$ cat config.mk
export PLATFORM = sky130hd
export DESIGN_NAME = cv3_csr
export DESIGN_NICKNAME = d
export VERILOG_FILES = /design/src/design/cv3_pkg.sv /design/src/design/cv3_csr.sv
export SDC_FILE = /design/constraint.sdc
export NUM_CORES = 1
export LEC_CHECK = 0
export BUFFER_PORTS_ARGS = -buffer_cell sky130_fd_sc_hd__buf_2
export CAP_MARGIN = 20
export CORE_MARGIN = 2
export CORE_UTILIZATION = 26
export CTS_BUF_LIST = sky130_fd_sc_hd__clkbuf_16
export DETAILED_ROUTE_END_ITERATION = 16
export GPL_TIMING_DRIVEN = 1
export PLACE_DENSITY = 0.5
export SETUP_SLACK_MARGIN = 0.4
export SLEW_MARGIN = 10
export SYNTH_ARGS = -nofsm -noshare
export SYNTH_HDL_FRONTEND = slang
export SYNTH_SLANG_ARGS = --single-unit
export TNS_END_PERCENT = 100
$ cat constraint.sdc
create_clock -name clock -period 2.69 [get_ports clock]
set_input_delay 0.269 -clock clock [delete_from_list [all_inputs] [get_ports clock]]
set_output_delay 0.269 -clock clock [all_outputs]
set_load 0.01 [all_outputs]
$ cat src/design/cv3_pkg.sv
// Shared types and constants for the streaming 3x3 valid-mode correlator.
package cv3_pkg;

   // Window geometry and field widths
   localparam int KERNEL_SIZE     = 3;
   localparam int COEF_BITS       = 16;
   localparam int KERNEL_ROW_BITS = KERNEL_SIZE * COEF_BITS;
   localparam int SAMPLE_FIELD    = 16;
   localparam int VALUE_BITS      = 35;
   localparam int INDEX_BITS      = 10;
   localparam int DIM_BITS        = 11;
   localparam int DIM_MIN         = 3;
   localparam int DIM_RESET       = 1024;

   // Register map
   localparam int CSR_INDEX_BITS = 3;
   localparam logic [CSR_INDEX_BITS-1:0] CSR_KERNEL_TOP    = 3'd0;
   localparam logic [CSR_INDEX_BITS-1:0] CSR_KERNEL_MID    = 3'd1;
   localparam logic [CSR_INDEX_BITS-1:0] CSR_KERNEL_BOTTOM = 3'd2;
   localparam logic [CSR_INDEX_BITS-1:0] CSR_IMAGE_WIDTH   = 3'd3;
   localparam logic [CSR_INDEX_BITS-1:0] CSR_IMAGE_HEIGHT  = 3'd4;

   // Input transaction
   typedef struct packed {
      logic signed [SAMPLE_FIELD-1:0] sample;
      logic                           frame_start;
   } cv3_req_type;

   // Result transaction
   typedef struct packed {
      logic signed [VALUE_BITS-1:0] conv_value;
      logic [INDEX_BITS-1:0]        out_row;
      logic [INDEX_BITS-1:0]        out_col;
   } cv3_rsp_type;

   // Position of a result in the output image
   typedef struct packed {
      logic [INDEX_BITS-1:0] out_row;
      logic [INDEX_BITS-1:0] out_col;
   } cv3_pos_type;

   // Kernel rows, row 0 (top) at index 0, column 0 in the low bits of each row
   typedef logic [KERNEL_SIZE-1:0][KERNEL_ROW_BITS-1:0] cv3_kernel_type;

endpackage

$ cat src/design/cv3_csr.sv
// Configuration registers: kernel rows and clamped image dimensions.
module cv3_csr #(
   parameter int MAX_WIDTH  = 1024,
   parameter int MAX_HEIGHT = 1024
) (
   input  logic                                   clock,
   input  logic                                   reset,
   input  logic                                   csr_valid,
   output logic                                   csr_ready,
   input  logic [cv3_pkg::CSR_INDEX_BITS-1:0]     csr_index,
   input  logic [cv3_pkg::KERNEL_ROW_BITS-1:0]    csr_data,
   output cv3_pkg::cv3_kernel_type                kernel,
   output logic [$clog2(MAX_WIDTH+1)-1:0]         image_width,
   output logic [$clog2(MAX_HEIGHT+1)-1:0]        image_height
);
   import cv3_pkg::*;

   localparam int WB    = $clog2(MAX_WIDTH+1);
   localparam int HB    = $clog2(MAX_HEIGHT+1);
   localparam int RST_W = (MAX_WIDTH < DIM_RESET) ? MAX_WIDTH : DIM_RESET;
   localparam int RST_H = (MAX_HEIGHT < DIM_RESET) ? MAX_HEIGHT : DIM_RESET;

   cv3_kernel_type     kernel_ff, kernel_in;
   logic [WB-1:0]      width_ff, width_in, width_clamp;
   logic [HB-1:0]      height_ff, height_in, height_clamp;
   logic [DIM_BITS-1:0] raw_dim;

   // Dimensions are stored already clamped to the supported range
   always_comb begin
      raw_dim = csr_data[DIM_BITS-1:0];
      if (raw_dim < DIM_BITS'(DIM_MIN)) begin
         width_clamp  = WB'(DIM_MIN);
         height_clamp = HB'(DIM_MIN);
      end else begin
         if (32'(raw_dim) > 32'(MAX_WIDTH)) begin
            width_clamp = WB'(MAX_WIDTH);
         end else begin
            width_clamp = WB'(raw_dim);
         end
         if (32'(raw_dim) > 32'(MAX_HEIGHT)) begin
            height_clamp = HB'(MAX_HEIGHT);
         end else begin
            height_clamp = HB'(raw_dim);
         end
      end
   end

   // Register write decode; unknown indexes are ignored
   always_comb begin
      kernel_in = kernel_ff;
      width_in  = width_ff;
      height_in = height_ff;
      if (csr_valid) begin
         unique case (csr_index)
            CSR_KERNEL_TOP:    kernel_in[0] = csr_data;
            CSR_KERNEL_MID:    kernel_in[1] = csr_data;
            CSR_KERNEL_BOTTOM: kernel_in[2] = csr_data;
            CSR_IMAGE_WIDTH:   width_in     = width_clamp;
            CSR_IMAGE_HEIGHT:  height_in    = height_clamp;
            default: ;
         endcase
      end
   end

   always_ff @(posedge clock) begin
      if (reset) begin
         kernel_ff <= '0;
         width_ff  <= WB'(RST_W);
         height_ff <= HB'(RST_H);
      end else begin
         kernel_ff <= kernel_in;
         width_ff  <= width_in;
         height_ff <= height_in;
      end
   end

   assign csr_ready    = 1'b1;
   assign kernel       = kernel_ff;
   assign image_width  = width_ff;
   assign image_height = height_ff;

endmodule

==> reports/qor.yml <==
power:
  p_per_area_nw_per_um2: 671.0
  p_leak_nw: 3.242
  ir_drop_uv: 353.7
global_route:
  gr-total-overflow: 0
  grt_pass1_vias: 4989
  grt_util_met2: 0.2474
  grt_max_degree: 60
  track_usage: 0.1587
  busiest_layer: "met2"
  use_met1: 0.2128
  antenna_found_initial: 0
  grt_pass1_wl_um: 29530
  met3_usage: 0.04763
clock_network:
  root_buffer: "clkbuf_16"
  worst_skew_pair.late_latency_ns: 0.41
  htree_levels: 4
  cts_setup_buffers: 0
  cts_tree: "done"
  clk_path_buf_depth: 2
  cts_buffers: 17
  ctsResizeCount: 0
  ctsHoldBuffers: 0
  clock-sinks: 166
  cts.clk_slew.worst_paths_ns: 0.07
synthesis:
  ys.flop_type: "dfxtp_1"
  ys_seq_area_frac: 0.5631
  syn_avg_cell_area_sq_um: 8.074
  yosys.area.top_type: "dfxtp_1"
  synth-edff-count: 0
  yosys_warnings: 0
  synth_top_area_frac: 0.5631
  synth_nets: 785
  syn_inst: 731
  synth.ff_latch_count: 166
  syn_area_sq_um: 5902
  ys_types: 23
  async_flop_share: 0
  synth.top_cells.by_area: "dfxtp_1, nand2_1, a21oi_1, clkbuf_1, buf_2"
finish:
  nets: 976
  stdcell_count: 1220
  final_layout_size_suffix_gt1_frac: 0.2824
  area_growth_pct: 31.50
  diodes: 0
hold_path:
  min_path_type: "in -> reg"
  hold_depth: 3
  min_from: "csr_data[12]"
  hold_path_end: "kernel[60]"
detailed_routing:
  wl_per_cell_um: 15.81
  drt-pass1-iter-count: 4
  vias_per_cell: 4.511
  drt-total-wl_um: 19290
  drc: 0
  vias: 5503
  ant_nets: 0
  initialDrtViolationCount: 242
die:
  io_pins: 221
  die_h_um: 154.7
  start_util: 0.2631
  die_x_um: 154.7
  rows: 55
  core_area_sq_um: 22430
  die_area_sq_um: 23920
worst_setup_path:
  crit-reg2reg-capture: "image_height[10]"
  cp.arrival_ns: 1.58
  slowest_stage: "nand4bb_4"
  crit_fanout: 27
  crit_family: "simple AND/OR/NAND/NOR gates"
  timing.rr.start: "image_height[10]"
  cp.depth: 5
  required_ns: 2.98
  crit_type: "in -> reg"
  start_kind: "primary input"
  reg2reg_slack_ns: 1.89
  reg2regPathDepth: 2
  critical_path.cell_chain: "buf_2 > nand4bb_4 > buf_4 > nand2_1 > a21oi_1"
  cp-end-kind: "flop"
  slowest_delay_ns: 0.58
  crit_buf_inv: 2
sta:
  setup_violations: 0
  tightestPinTransition_ns: 0.7093
  timing.fmax_mhz: 777.5
  fin_setup_tns_ns: 0
  finClkSkew_ns: 0
  period_needed_ns: 1.286
  relSlewSlack: 0.5271
  rsz0062_at_grt: "no"
  finalMaxSlewViolations: 0
  post-route-period-util: 0.4781
  hold_viol: 0
place:
  port_buffers: 219
  dp_hpwl_um: 12780
  dp.cells: 1188
  gp_congestion: 0.7545
run:
  cap_viol_max_count: 0
outcome:
  status: "finished clean"
[area by class of cell]
class                           count  area [sq um]
Tap cell                          285         356.6
Clock buffer                       17         425.4
Fill cell                        2399         14670
Clock inverter                     15         130.1
Timing Repair Buffer              228          1191
Multi-Input combinational cell    509          2335
Sequential cell                   166          3323
[placed cells by master, fill, tap and decap left out, types with 2 or more instances in the layout]
cell / instances
nor2_1: 11
nand2_1: 306
buf_2: 218
inv_6: 5
dfxtp_1: 166
buf_4: 8
nor4_1: 2
nand4bb_4: 2
and4bb_2: 3
nand4b_1: 2
clkinvlp_4: 6
clkinv_1: 2
o2bb2ai_1: 4
buf_12: 2
clkbuf_16: 17
nor2b_1: 9
mux2i_1: 8
a21oi_1: 154
[layer usage]
metal	share of wire	wire length (um)	vias to the layer above
li1	-	-	2753
met1	0.47	9064	2564
met2	0.45	8740	171
met3	0.066	1269	15
met4	0.011	216	0
met5	0	0	-
[Yosys cell counts (2+ instances only)]
library cell,n
dfxtp_1,166
mux2i_1,8
and4bb_2,3
nor4_1,2
clkbuf_1,29
buf_6,5
a21oi_1,154
nand4b_1,2
nor2_1,11
nand4bb_1,2
nor2b_1,9
o2bb2ai_1,4
nand2_1,306
buf_4,4
buf_2,18
[worst reg2reg max path: cells and delay by family (launching register included)]
| kind | cells | cell delay, ns |
|---|---|---|
| AOI/OAI and AO/OA | 1 | 0.27 |
| DFF | 1 | 0.31 |
| and+or+nand+nor | 1 | 0.12 |
[worst max-delay path by stage]
| stage | to | from |
|---|---|---|
| 2_1_floorplan | kernel[27] | csr_valid |
| 3_3_place_gp | kernel[68] | csr_index[2] |
| 3_5_place_dp | kernel[72] | csr_index[2] |
| 4_1_cts | kernel[71] | csr_index[2] |
| 5_1_grt | kernel[78] | csr_index[2] |
| 6_report | kernel[71] | csr_index[2] |
[kinds of logic (layout without fill, tap and decap cells)]
family,Yosys count,after routing,synth area share
mux,8,8,0.01357
flops,166,166,0.5631
compound gates,159,159,0.1380
simple gates,341,341,0.2364
buf+inv,56,260,0.04834
other cells,1,1,0.0006354
[flip-flops by register name, indices dropped and copies added (netlist names)]
register and flops:
image_width 11, image_height 11, kernel 144
[per-stage QoR]
| step | util | setup slack [ns] | power (mW) | hold WS, ns | instance area [sq um] |
|---|---|---|---|---|---|
| 2_1_floorplan | - | 1.299 | 2.761 | 0.4050 | 5902 |
| 3_3_place_gp | 0.3212 | 0.9676 | 2.938 | 0.4378 | 7206 |
| 3_5_place_dp | 0.3212 | 0.9591 | 2.940 | 0.4434 | 7206 |
| 4_1_cts | 0.3460 | 1.411 | 5.302 | 0.08638 | 7761 |
| 5_1_grt | 0.3460 | 1.283 | 5.435 | 0.08669 | 7761 |
| 6_report | 0.3460 | 1.404 | 5.208 | 0.1072 | 7761 |
[power by group]
group,internal [mW],switching [mW]
Sequential,2.51,0.0238
Combinational,0.118,0.229
Clock,1.28,1.05
Note: power is estimated with default switching activity, not from simulation.
